--- config.mk ---
export PLATFORM = sky130hd
export DESIGN_NAME = dma_copy_engine_byte_word
export DESIGN_NICKNAME = d
export VERILOG_FILES = /design/src/hw/rtl/dcbw_pkg.sv /design/src/hw/rtl/dcbw_seq.sv /design/src/hw/rtl/dma_copy_engine_byte_word.sv
export SDC_FILE = /design/constraint.sdc
export NUM_CORES = 1
export LEC_CHECK = 0
export BUFFER_PORTS_ARGS = -buffer_cell sky130_fd_sc_hd__clkbuf_2
export CAP_MARGIN = 20
export CORE_MARGIN = 5
export CORE_UTILIZATION = 60
export CTS_BUF_LIST = sky130_fd_sc_hd__clkbuf_8
export CTS_CLUSTER_SIZE = 16
export DETAILED_ROUTE_END_ITERATION = 6
export GPL_ROUTABILITY_DRIVEN = 0
export PLACE_DENSITY = 0.8
export REMOVE_ABC_BUFFERS = 1
export SLEW_MARGIN = 10
export SYNTH_ARGS = -nofsm -noshare
export SYNTH_HDL_FRONTEND = slang
export SYNTH_SLANG_ARGS = --single-unit
--- constraint.sdc ---
create_clock -name clk_i -period 8.2 [get_ports clk_i]
set_clock_uncertainty 0.2 [all_clocks]
set_input_delay 0.82 -clock clk_i [delete_from_list [all_inputs] [get_ports clk_i]]
set_output_delay 0.82 -clock clk_i [all_outputs]
set_load 0.05 [all_outputs]
--- src/hw/rtl/dcbw_pkg.sv ---
// Package for the byte/word DMA copy engine: register indexes, control bits
// and the copy command struct shared by the sequencer and the top level.
// No dependencies.
package dcbw_pkg;

  localparam int unsigned AddrW  = 32;
  localparam int unsigned HalfW  = 16;
  localparam int unsigned CountW = 16;
  localparam int unsigned IdxW   = 3;

  // Input request tdata: {write_data, reg_index}, padded to whole bytes
  localparam int unsigned InDataW  = ((IdxW + HalfW + 7) / 8) * 8;
  // Output command tdata: {dst_addr, src_addr}
  localparam int unsigned OutDataW = 2 * AddrW;

  // Control register bits
  localparam logic [HalfW-1:0] CtrlStartMask = 16'h8800;
  localparam logic [HalfW-1:0] CtrlWordBit   = 16'h1000;

  // Request kind carried in tuser
  localparam logic ModeWrite = 1'b0;
  localparam logic ModeTick  = 1'b1;

  typedef enum logic [IdxW-1:0] {
    RegSrcHi = 3'd0,
    RegSrcLo = 3'd1,
    RegDstHi = 3'd2,
    RegDstLo = 3'd3,
    RegCount = 3'd4,
    RegCtrl  = 3'd5
  } reg_idx_e;

  typedef struct packed {
    logic [AddrW-1:0] src_addr;
    logic [AddrW-1:0] dst_addr;
    logic             word_size;
    logic             last;
  } dcbw_cmd_t;

  typedef struct packed {
    logic             busy;
    logic             final_xfer;
    logic             word_mode;
    logic [AddrW-1:0] src_addr;
  } dcbw_status_t;

endpackage

--- src/hw/rtl/dcbw_seq.sv ---
// Register file and transfer sequencer of the DMA copy engine.
// Takes one accepted request per cycle; depends on dcbw_pkg.
module dcbw_seq
  import dcbw_pkg::*;
(
  input  logic               clk_i,
  input  logic               rst_ni,
  input  logic               req_valid_i,
  input  logic               mode_i,
  input  logic [IdxW-1:0]    reg_index_i,
  input  logic [HalfW-1:0]   write_data_i,
  output logic               cmd_valid_o,
  output dcbw_cmd_t          cmd_o,
  output dcbw_status_t       status_o
);

  logic [AddrW-1:0]  src_q, src_d;
  logic [AddrW-1:0]  dst_q, dst_d;
  logic [CountW-1:0] count_q, count_d;
  logic [CountW-1:0] remain_q, remain_d;
  logic              busy_q, busy_d;
  logic              word_q, word_d;

  logic              wr_en;
  logic              tick;
  logic [AddrW-1:0]  stride;

  assign wr_en  = req_valid_i && (mode_i == ModeWrite) && !busy_q;
  assign tick   = req_valid_i && (mode_i == ModeTick) && busy_q;
  assign stride = {{(AddrW-2){1'b0}}, word_q, !word_q};

  always_comb begin
    src_d    = src_q;
    dst_d    = dst_q;
    count_d  = count_q;
    remain_d = remain_q;
    busy_d   = busy_q;
    word_d   = word_q;
    if (wr_en) begin
      unique case (reg_idx_e'(reg_index_i))
        RegSrcHi: src_d   = {write_data_i, src_q[HalfW-1:0]};
        RegSrcLo: src_d   = {src_q[AddrW-1:HalfW], write_data_i};
        RegDstHi: dst_d   = {write_data_i, dst_q[HalfW-1:0]};
        RegDstLo: dst_d   = {dst_q[AddrW-1:HalfW], write_data_i};
        RegCount: count_d = write_data_i;
        RegCtrl: begin
          if ((write_data_i & CtrlStartMask) != '0) begin
            busy_d   = 1'b1;
            remain_d = count_q;
            word_d   = (write_data_i & CtrlWordBit) != '0;
          end
        end
        default: ;  // unused index, write dropped
      endcase
    end else if (tick) begin
      src_d = src_q + stride;
      dst_d = dst_q + stride;
      if (remain_q == '0) begin
        busy_d = 1'b0;
      end else begin
        remain_d = remain_q - 1'b1;
      end
    end
  end

  always_ff @(posedge clk_i or negedge rst_ni) begin
    if (!rst_ni) begin
      src_q    <= '0;
      dst_q    <= '0;
      count_q  <= '0;
      remain_q <= '0;
      busy_q   <= 1'b0;
      word_q   <= 1'b0;
    end else begin
      src_q    <= src_d;
      dst_q    <= dst_d;
      count_q  <= count_d;
      remain_q <= remain_d;
      busy_q   <= busy_d;
      word_q   <= word_d;
    end
  end

  assign cmd_valid_o         = tick;
  assign cmd_o.src_addr      = src_q;
  assign cmd_o.dst_addr      = dst_q;
  assign cmd_o.word_size     = word_q;
  assign cmd_o.last          = (remain_q == '0);

  assign status_o.busy       = busy_q;
  assign status_o.final_xfer = (remain_q == '0);
  assign status_o.word_mode  = word_q;
  assign status_o.src_addr   = src_q;

endmodule

--- src/hw/rtl/dma_copy_engine_byte_word.sv ---
// Top level of the byte/word DMA copy engine: request stream in, copy
// command stream out. Uses dcbw_pkg and dcbw_seq.
//
// Software programs the engine over the request stream: tuser low selects a
// register write (source high/low, destination high/low, count, control);
// tuser high is one tick of transfer progress. A control write with bit 15
// or bit 11 set starts a run of count+1 copy commands, in word mode when
// bit 12 is set. Each tick while busy produces one command holding source,
// destination, word size (tuser) and a last mark (tlast); both addresses
// then step by 2 or 1 and wrap at 32 bits. Register writes during a run,
// control writes without a start bit, unused indexes and ticks while idle
// produce nothing. One request is taken every cycle: the sequencer computes its
// whole update combinationally, and its command goes into an output register
// backed by a one-entry skid buffer, so s_axis_tready drops only while both
// are full. While the output stalls, a command waits in the skid buffer first.
module dma_copy_engine_byte_word
  import dcbw_pkg::*;
(
  input  logic                clk_i,
  input  logic                rst_ni,
  // request stream
  input  logic                s_axis_tvalid,
  output logic                s_axis_tready,
  input  logic [InDataW-1:0]  s_axis_tdata,   // [2:0] reg_index, [18:3] write_data
  input  logic                s_axis_tuser,   // [0] mode
  // copy command stream
  output logic                m_axis_tvalid,
  input  logic                m_axis_tready,
  output logic [OutDataW-1:0] m_axis_tdata,   // [31:0] src_addr, [63:32] dst_addr
  output logic                m_axis_tuser,   // [0] word_size
  output logic                m_axis_tlast    // last
);

  logic         req_acc;
  logic         cmd_valid;
  dcbw_cmd_t    cmd;
  dcbw_status_t status;

  logic         out_valid_q, out_valid_d;
  dcbw_cmd_t    out_q, out_d;
  logic         skid_valid_q, skid_valid_d;
  dcbw_cmd_t    skid_q, skid_d;
  logic         out_load;
  logic         produce;

  // Ready as long as the skid slot is free
  assign s_axis_tready = !skid_valid_q;
  assign req_acc       = s_axis_tvalid && s_axis_tready;

  dcbw_seq u_seq (
    .clk_i        (clk_i),
    .rst_ni       (rst_ni),
    .req_valid_i  (req_acc),
    .mode_i       (s_axis_tuser),
    .reg_index_i  (s_axis_tdata[IdxW-1:0]),
    .write_data_i (s_axis_tdata[IdxW+HalfW-1:IdxW]),
    .cmd_valid_o  (cmd_valid),
    .cmd_o        (cmd),
    .status_o     (status)
  );

  assign produce  = cmd_valid;
  assign out_load = !out_valid_q || m_axis_tready;

  // Output register refills from skid first, to keep command order
  always_comb begin
    out_valid_d  = out_valid_q;
    out_d        = out_q;
    skid_valid_d = skid_valid_q;
    skid_d       = skid_q;
    if (out_load) begin
      if (skid_valid_q) begin
        out_d        = skid_q;
        out_valid_d  = 1'b1;
        skid_valid_d = 1'b0;
      end else begin
        out_d       = cmd;
        out_valid_d = produce;
      end
    end else if (produce) begin
      skid_d       = cmd;
      skid_valid_d = 1'b1;
    end
  end

  always_ff @(posedge clk_i or negedge rst_ni) begin
    if (!rst_ni) begin
      out_valid_q  <= 1'b0;
      skid_valid_q <= 1'b0;
    end else begin
      out_valid_q  <= out_valid_d;
      skid_valid_q <= skid_valid_d;
    end
  end

  // payload, no reset
  always_ff @(posedge clk_i) begin
    out_q  <= out_d;
    skid_q <= skid_d;
  end

  assign m_axis_tvalid = out_valid_q;
  assign m_axis_tdata  = {out_q.dst_addr, out_q.src_addr};
  assign m_axis_tuser  = out_q.word_size;
  assign m_axis_tlast  = out_q.last;

`ifndef ASSERT_OFF
  // final tick of a run must drop busy
  a_run_ends : assert property (@(posedge clk_i) disable iff (!rst_ni)
    (req_acc && s_axis_tuser == ModeTick && status.busy && status.final_xfer)
    |=> !status.busy)
    else $error("engine still busy after last transfer");

  // source address steps by the transfer width on every command
  a_src_step : assert property (@(posedge clk_i) disable iff (!rst_ni)
    (req_acc && s_axis_tuser == ModeTick && status.busy)
    |=> status.src_addr == $past(status.src_addr)
        + (($past(status.word_mode)) ? 32'd2 : 32'd1))
    else $error("source address did not advance by the stride");

  // skid slot only fills while the output register is stalled
  a_skid_fill : assert property (@(posedge clk_i) disable iff (!rst_ni)
    $rose(skid_valid_q) |-> $past(out_valid_q && !m_axis_tready))
    else $error("skid buffer filled without an output stall");
`endif

endmodule

After elaboration in Yosys (flattened, before gate mapping)
Index checks and enable logic that the tools add are counted.
Storage, ports and cells
  bits in registers: 232
  bits in latches: 0
  bits in writable memories: 0
  bits in read-only memories: 0
  input bits: 29
  output and inout port bits: 68
  logic and storage cells: 84
  memories kept: 0
Cells by class
  $add $sub $neg: 3
  multiply operators: 0
  div/mod/pow operators: 0
  $lt $le $gt $ge: 0
  equality and inequality tests: 16
  shift-type cells: 0
  muxes and demuxes: 20
  bitwise logic cells: 2
  reductions and logical operators: 25
Operators by type and width (count)
  $mux W32: 4
  $pmux W32 S2: 2
  $mux W16: 5
  $mux W66: 1
  $add A32 B2 Y32: 2
  $ne A2 B2 Y1 const B: 10
  $logic_not A16 Y1: 1
  $reduce_bool A16 Y1: 1
  $sub A16 B1 Y16 const B: 1
  $reduce_and A3 Y1: 5
  $mux W1: 8
  $reduce_and A4 Y1: 2
  $eq A3 B2 Y1 const B: 2
  $eq A3 B3 Y1 const B: 2
  $reduce_bool A2 Y1: 3
  $logic_and A1 B1 Y1: 5
  $logic_not A1 Y1: 4
  $reduce_and A2 Y1: 2
  $eq A3 B1 Y1 const B: 1
  $logic_not A3 Y1: 1
  $ne A2 B1 Y1 const B: 1
  $not A1 Y1: 2
  $logic_or A1 B1 Y1: 1

Depth between registers and ports, before layout
Gate-level depths: netlist of the first run.
  depth in word-level cells: 6
  mapped depth: 9
  mapped depth without buffers: 9

By module
Synthesis of the first run repeated with hierarchy kept, for this count alone.
Unflattened totals
  cell total of the unflattened synthesis: 935
  area total of the unflattened synthesis: 11118.2 um2
By module, submodules not included
  dcbw_seq: times used 1, cells an instance 719, area an instance 6241.0 um2, sequential area each 2452.4 um2
  dma_copy_engine_byte_word: times used 1, cells an instance 216, area an instance 4877.2 um2, sequential area each 4013.8 um2

Least setup slack after synthesis of the first run
Ideal clock, no wire load.
  kind: in2reg
  from: input port m_axis_tready
  to: register skid_q[0] (netlist bit) (enable)
  setup time: 491 ps
  data arrival time: 5389 ps
  required time: 7509 ps
  path slack: 2121 ps
  stages on the path: 2
  path buffers: 0
  path through: nand2b_1 -> nor2_1
Between the ends
  word-level cells in the longest chain between the ends: 3
Ends and longest elaborated chain
  from (decl): RTL line dma_copy_engine_byte_word.sv:28  | input logic m_axis_tready,
  $logic_or A1 B1 Y1: RTL line dma_copy_engine_byte_word.sv:63  | assign out_load = !out_valid_q || m_axis_tready;
  $not A1 Y1 (no source line)
  $reduce_and A2 Y1 (no source line)
  to (signal assigned): RTL line dma_copy_engine_byte_word.sv:99  | skid_q <= skid_d;
  to (decl): RTL line dma_copy_engine_byte_word.sv:42  | dcbw_cmd_t skid_q, skid_d;
Every way passes these cells.
A chain may end at the register's enable or synchronous reset.

Worst setup path in the final report of the first run
  from: register skid_valid_q
  to: register skid_q[62] (netlist bit) (enable)
Between the ends
  word-level cells in the longest chain between the ends: 5
Ends and longest elaborated chain
  from (decl): RTL line dma_copy_engine_byte_word.sv:41  | logic skid_valid_q, skid_valid_d;
  from (signal assigned): RTL line dma_copy_engine_byte_word.sv:92  | skid_valid_q <= skid_valid_d;
  $logic_not A1 Y1: RTL line dma_copy_engine_byte_word.sv:47  | assign s_axis_tready = !skid_valid_q;
  $logic_and A1 B1 Y1: RTL line dma_copy_engine_byte_word.sv:48  | assign req_acc = s_axis_tvalid && s_axis_tready;
  $logic_and A1 B1 Y1 (2 in a row): RTL line dcbw_seq.sv:29  | assign tick = req_valid_i && (mode_i == ModeTick) && busy_q;
  $reduce_and A2 Y1 (no source line)
Every way passes these cells.

==> results of run 1 <==
==> logic make-up (layout without fill, tap and decap cells) <==
kind of cell / count (synthesis) / in the layout / share of synthesized area (%)
AOI/OAI and AO/OA: 270 / 270 / 15.7
DFF: 232 / 232 / 59.2
and+or+nand+nor: 289 / 289 / 13.6
muxes: 75 / 75 / 7.70
buffers and inverters: 73 / 189 / 2.76
adders and majority gates: 7 / 7 / 0.940
xor gates and xnor gates: 1 / 1 / 0.0802
==> path summary, 6_finish.rpt <==
kind | startpoint | to | slack [ns]
max in group asynchronous | rst_ni | skid_valid_q | 6.50
worst max register to register | skid_valid_q | skid_q[62] | 4.60
worst min register to register | u_seq.count_q[15] | u_seq.count_q[15] | 0.30
min in group clk_i | u_seq.count_q[15] | u_seq.count_q[15] | 0.30
worst min-delay path | rst_ni | u_seq.src_q[26] | 0.14
worst max-delay path | skid_valid_q | skid_q[62] | 4.60
==> placed cells by master (no fill, tap or decap), drive strengths merged, types with 13 or more instances in the layout <==
cell type,netlist,layout
clkbuf,39,137
edfxtp,132,132
dfrtp,100,100
nand2,83,83
a21oi,81,81
mux2,72,72
o21ai,67,67
nor2,53,53
nand3,37,37
inv,16,31
o22ai,23,23
nor3,22,22
nand4,19,19
a31oi,15,15
and3,13,13
nor4,13,13
buf,18,13
==> per-layer routing <==
metal | up-vias | part of all wire [%] | routed length, um | GRT usage [%]
li1 | 3853 | - | - | -
met1 | 4093 | 40 | 10900 | 36.7
met2 | 438 | 47 | 12700 | 41.1
met3 | 81 | 11 | 2890 | 6.34
met4 | 0 | 3.3 | 900 | 9.57
met5 | - | 0 | 0 | 0
==> sequential cells by signal, indices dropped and copies added, names as in the netlist <==
name / flops
m_axis_tdata: 64
m_axis_tlast: 1
m_axis_tuser: 1
m_axis_tvalid: 1
skid_q: 66
skid_valid_q: 1
u_seq.busy_q: 1
u_seq.count_q: 16
u_seq.dst_q: 32
u_seq.remain_q: 16
u_seq.src_q: 32
u_seq.word_q: 1
==> per-stage QoR <==
stage                     hold WS [ns]  util, %  power, mW  instances  cell area (um2)
after CTS                        0.163     68.2       4.12       1290            12200
after detailed placement         0.285     64.2       3.18       1221            11500
after global routing             0.182     68.3       4.33       1292            12300
after floorplan                  0.253        -       2.81        890            10700
final                            0.135     68.3       4.12       1292            12300
after global placement           0.269     64.2       3.12       1221            11500
==> power by group through the flow <==
| stage | clock network [mW] | logic (mW) | registers [mW] |
|---|---|---|---|
| 2_1_floorplan | 0 | 0.552 | 2.26 |
| 3_3_place_gp | 0 | 1.23 | 1.89 |
| 3_5_place_dp | 0 | 1.26 | 1.91 |
| 4_1_cts | 0.961 | 1.27 | 1.90 |
| 5_1_grt | 1.02 | 1.37 | 1.94 |
| 6_report | 0.949 | 1.27 | 1.90 |
==> final cells by class <==
cell class	instances	area (um2)	area share, %
clock inverters	23	91.3	0.745
well taps	229	287	2.34
repair buffers	104	553	4.51
inverters	16	60.1	0.490
multi-input cells	642	4170	34.0
flip-flops and latches	232	6470	52.7
clock buffers	46	633	5.16
==> impl_results.md, run 1 <==
- DRT Pass-1 Iters: 6
- Layout cells sized above 1: 22.7%
- CTS HTree Levels: 2
- RSZ-0062 raised after global routing: no
- Largest net degree at the start of global routing: 90
- Peak VDD IR: 0.221 mV
- Flops & latches, synth: around 230
- Kind of critical path: register to register
- Worst path required time: between 8 and 9 ns
- Clk Latency, worst-skew pair: ~0.52 ns
- Critical Path AT: 3.56 ns
- Initial antenna violation count: 0
- CP startpoint kind: register
- Final wirelength: roughly 27000 um
- Post-CTS resize count: 0
- Synth top cells by count: edfxtp_1, dfrtp_1, nand2_1
- Postcts setup bufs: 0
- YS warnings: 0
- Critical path depth in cells: 4
- Post-Place Worst Slack: around 4.4 ns
- Area Overhead vs Synth: 12.3%
- Number of DRC markers in iteration 0: approximately 1100
- Antenna Nets Post-Route: 0
- Relative slew slack: between 20% and 30%
- Final nets: 1070
- Cts hold-fix bufs: 0
- Sw Ratio: approximately two fifths
- Die Y: around 140 um
- Global route total overflow: 0
- Vias in the first global route: slightly above 8000
- Slowest stage cell, crit path: nor2_4
- Sequential share of power: between 40% and 50%
- Syn Area/Cell: 11.5 um2
- HPWL Detailed: about 18000 um
- Die width: around 140 um
- Comb pwr share: 30.8%
- Async set or reset register ratio after synthesis: between 40% and 50%
- CTS tree: yes
- First-pass GRT wire length: 43700 um
- Drt drc: 0
- Final min period: about 3.6 ns
- PwrDens: around 340 nW/um2
- CP delay by family, top: simple AND/OR/NAND/NOR gates
- Max-cap violations: 0
- Row Count: 49
- Period utilization: 43.9%
- Status: finished clean
- Fin worst setup slack: 4.60 ns
- Root Buffer: clkbuf_8
- DR WL/cell: 21.2 um
- Netlist cell types: 70
- Port buffer count: 91
- Initial Util: around 61%
- EDFF count, synth: around 130
- ANT cells: 0
- Register area share after synthesis: roughly 59%
- Critical path cell sequence: nor2b_1 -> nand3_1 -> nor2_4 -> buf_4
- IO Pins: slightly below 100
- Buf/Inv on CP: 1
- Worst slew pin tran: approximately 1.1 ns
- Sw power: 1.61 mW
- Final setup TNS: 0 ns
- Clk pwr share: between 20% and 30%
- Int Power: between 2 and 3 mW
- P_leak: around 4.6 nW
- Leading area contributor after synthesis: edfxtp_1
- Clk sinks: ~230
- Largest driver fanout on the critical path: 36
- TritonCTS buffer count: 38
- Worst Hold Class: input port to asynchronous set/reset pin
- Synth top area cells: edfxtp_1, dfrtp_1, mux2_2, a21oi_1, o21ai_0
- Count leader, synth: edfxtp_1
- Top FF cell, synth: edfxtp_1
- Cell Area, Synth: 10900 um2
- Fmax achieved: between 200 and 300 MHz
- Max stage delay on crit path: around 0.84 ns
- Die ar.: 21000 um2
- Clk buf depth: 3
- Vias/cell: approximately 6.6
- # fillers: 1309
- Core area: about 18000 um2
- Yosys top cell area share: 36.3%
- Final Hold Fails: 0
- Clock transition at path regs: 0.06 ns
- Global Route Usage Sum: a little over a quarter
- Via Count: about 8500
- Mapped Cells: between 900 and 1000
- Reg2reg path depth: 4
- CP Capture Type: register
- Max Transition Viols Final: 0
- Setup-failing EPs final: 0
Note: power is estimated with default switching activity, not from simulation.
==> run 2: changes to the inputs <==
CORE_UTILIZATION = 56   (was 60)
PLACE_DENSITY = 0.79   (was 0.8)
clock period = 3.1 ns   (was 8.2 ns; I/O delays follow)
==> run 2 against run 1 <==
Against the previous run:
- the run now ends with design-rule violations left
- sequential cell count unchanged
- routed wire length increased by 1.4%
- sequential share of layout area decreased by 1.5 points
- worst hold slack got worse by 0.097 ns
- fmax increased by 24%
- via count increased by 1.5%
- sequential power increased to 2.6 times the previous value
- count of clock-buffer cells in the layout decreased by 2
- critical path type unchanged
- critical endpoint is now u_seq.remain_q[6]
==> impl_results.md, run 2 (synthesis gave the netlist of run 1 again) <==
- Max Transition Viols Final: 0 (unchanged)
- Area Overhead vs Synth: 15.5%
- Worst path required time: 3.29 ns (-4.87 ns)
- Clk buf depth: 3 (unchanged)
- IO Pins: 97 (unchanged)
- CTS tree: yes
- Relative slew slack: 48.0% (+25 points)
- Setup-failing EPs final: 0 (unchanged)
- Total power: 10.9 mW (+170%)
- Vias/cell: 6.31 (-3.7%)
- # fillers: 1475 (+13%)
- Port buffer count: 91 (unchanged)
- Failing checks: design-rule violations
- CTS HTree Levels: 2 (unchanged)
- Most frequent cells in the layout: edfxtp_1, dfrtp_1, clkbuf_2
- DR WL/cell: 20.4 um (-3.8%)
- CP startpoint kind: register
- TritonCTS buffer count: 38 (unchanged)
- Die width: 150 um (+3.3%)
- Critical Path AT: 3.08 ns (-0.48 ns)
- Worst Hold Class: input port to register
- Final wirelength: 27800 um (+1.4%)
- Peak VDD IR: 0.418 mV (+89%)
- HPWL Detailed: 18300 um (+4.2%)
- Via Count: 8594 (+1.5%)
- ANT cells: 0 (unchanged)
- First-pass GRT wire length: 44500 um (+1.9%)
- Reg with most FFs: skid_q
- CP Capture Type: register
- DRT Pass-1 Iters: 7 (+1)
- Largest driver fanout on the critical path: 13 (-64%)
- Final core utilization: 65.2% (-3.0 points)
- Row Count: 51 (+4.1%)
- P_leak: 4.78 nW (+3.3%)
- Max-cap violations: 0 (unchanged)
- Die ar.: 22400 um2 (+6.6%)
- PwrDens: 867 nW/um2 (+160%)
- Largest net degree at the start of global routing: 59 (-34%)
- Drt drc: 1 (+1)
- Cell area after layout: 12600 um2 (+2.8%)
- Final setup TNS: 0 ns (unchanged)
- Final nets: 1104 (+3.2%)
- Initial antenna violation count: 0 (unchanged)
- Root Buffer: clkbuf_8
- Initial Util: 56.5% (-4.3 points)
- Vias in the first global route: 8214 (+0.073%)
- Layout cells sized above 1: 24.7% (+2.0 points)
- Kind of critical path: register to register
- Commonest non-fill, non-tap cell in the layout: edfxtp_1
- Post-Place Worst Slack: 0.185 ns (-4.21 ns)
- Antenna Nets Post-Route: 0 (unchanged)
- Final min period: 2.90 ns (-0.699 ns)
- Number of DRC markers in iteration 0: 1075 (+0.56%)
- Worst slew pin tran: 0.774 ns (-0.374 ns)
- Clk Latency, worst-skew pair: 0.53 ns (about the same)
- RSZ-0062 raised after global routing: no
- Clk sinks: 232 (unchanged)
- Fin worst setup slack: 0.202 ns (-4.40 ns)
- Final Hold Fails: 0 (unchanged)
- Global Route Usage Sum: 25.2% (-1.2 points)
- Clock transition at path regs: 0.06 ns (about the same)
- Post-Place Cell Area: 11800 um2 (+2.4%)
- Period utilization: 93.5% (+50 points)
- Global route total overflow: 0 (unchanged)
- Fmax achieved: 345 MHz (+24%)
- Core area: 19300 um2 (+7.6%)
- Die Y: 150 um (+3.3%)
- Largest register FFs: 66 (unchanged)
- Status: finished, violations left
-- run 2: cell types whose count changed in the layout (fill, tap and decap cells not counted), moves of 2 or more --
cell / delta
buf_12: +2
buf_4: +24
clkbuf_8: -2
clkinv_2: +3
dlygate4sd3_1: +9
inv_1: -3
-- run 2: routing by layer --
metal / up-vias / wire length (um) / global-route usage (%)
met2: 485 / 12500 / 38.3
met3: 88 / 3170 / 5.72
met4: 0 / 1010 / 9.43
met5: - / 0 / 0
met1: 4113 / 11100 / 35.9
li1: 3908 / - / -
-- run 2: per-stage QoR --
stage / hold slack, ns / std cells
CTS: 0.000103 / 1362
detailed placement: 0.232 / 1284
global route: 0.0161 / 1362
floorplan: -0.186 / 890
finish: 0.0383 / 1362
global placement: 0.231 / 1284
-- run 2: repair_timing --
action | CTS | global route
hold buffers | 9 | 0
endpoints found under the setup margin | 0 | 3
gates resized for setup | 0 | 3
hold endpoints to repair | 66 | 0
buffers inserted | 0 | 0
-- run 2: worst max-delay path, cell delays in order (launching register included) --
cell and delay [ns]:
dfrtp_1 0.42, inv_1 0.12, ha_1 0.22, or4b_1 0.57, or4_4 0.68, o211a_1 0.34
a21oi_1 0.15, a21oi_1 0.06
-- run 2: cell type report --
class                           instances  area, um2  share of cell area, %
Sequential cell                       232       6470                   51.3
Timing Repair Buffer                  138        858                   6.81
Multi-Input combinational cell        642       4180                   33.2
Clock buffer                           44        606                   4.80
Clock inverter                         25        106                  0.843
Inverter                               16       60.1                  0.476
Tap cell                              265        332                   2.63
-- run 2: where the power goes --
group	internal [mW]	total, mW	leakage [nW]	switching [mW]
logic	1.09	3.46	1.96	2.37
registers	4.24	4.99	2.40	0.749
clock network	1.30	2.48	0.419	1.18
-- run 2: path summary, 6_finish.rpt --
kind,startpoint,end,slack [ns],depth (start not counted)
worst max-delay path,u_seq.remain_q[0],u_seq.remain_q[6],0.20,7
worst min-delay path,s_axis_tdata[18],u_seq.dst_q[15],0.04,2
worst max register to register,u_seq.remain_q[0],u_seq.remain_q[6],0.20,7
worst min register to register,u_seq.src_q[16],skid_q[50],0.30,0
max in group asynchronous,rst_ni,u_seq.src_q[9],1.80,3
min in group asynchronous,rst_ni,m_axis_tvalid,0.20,2
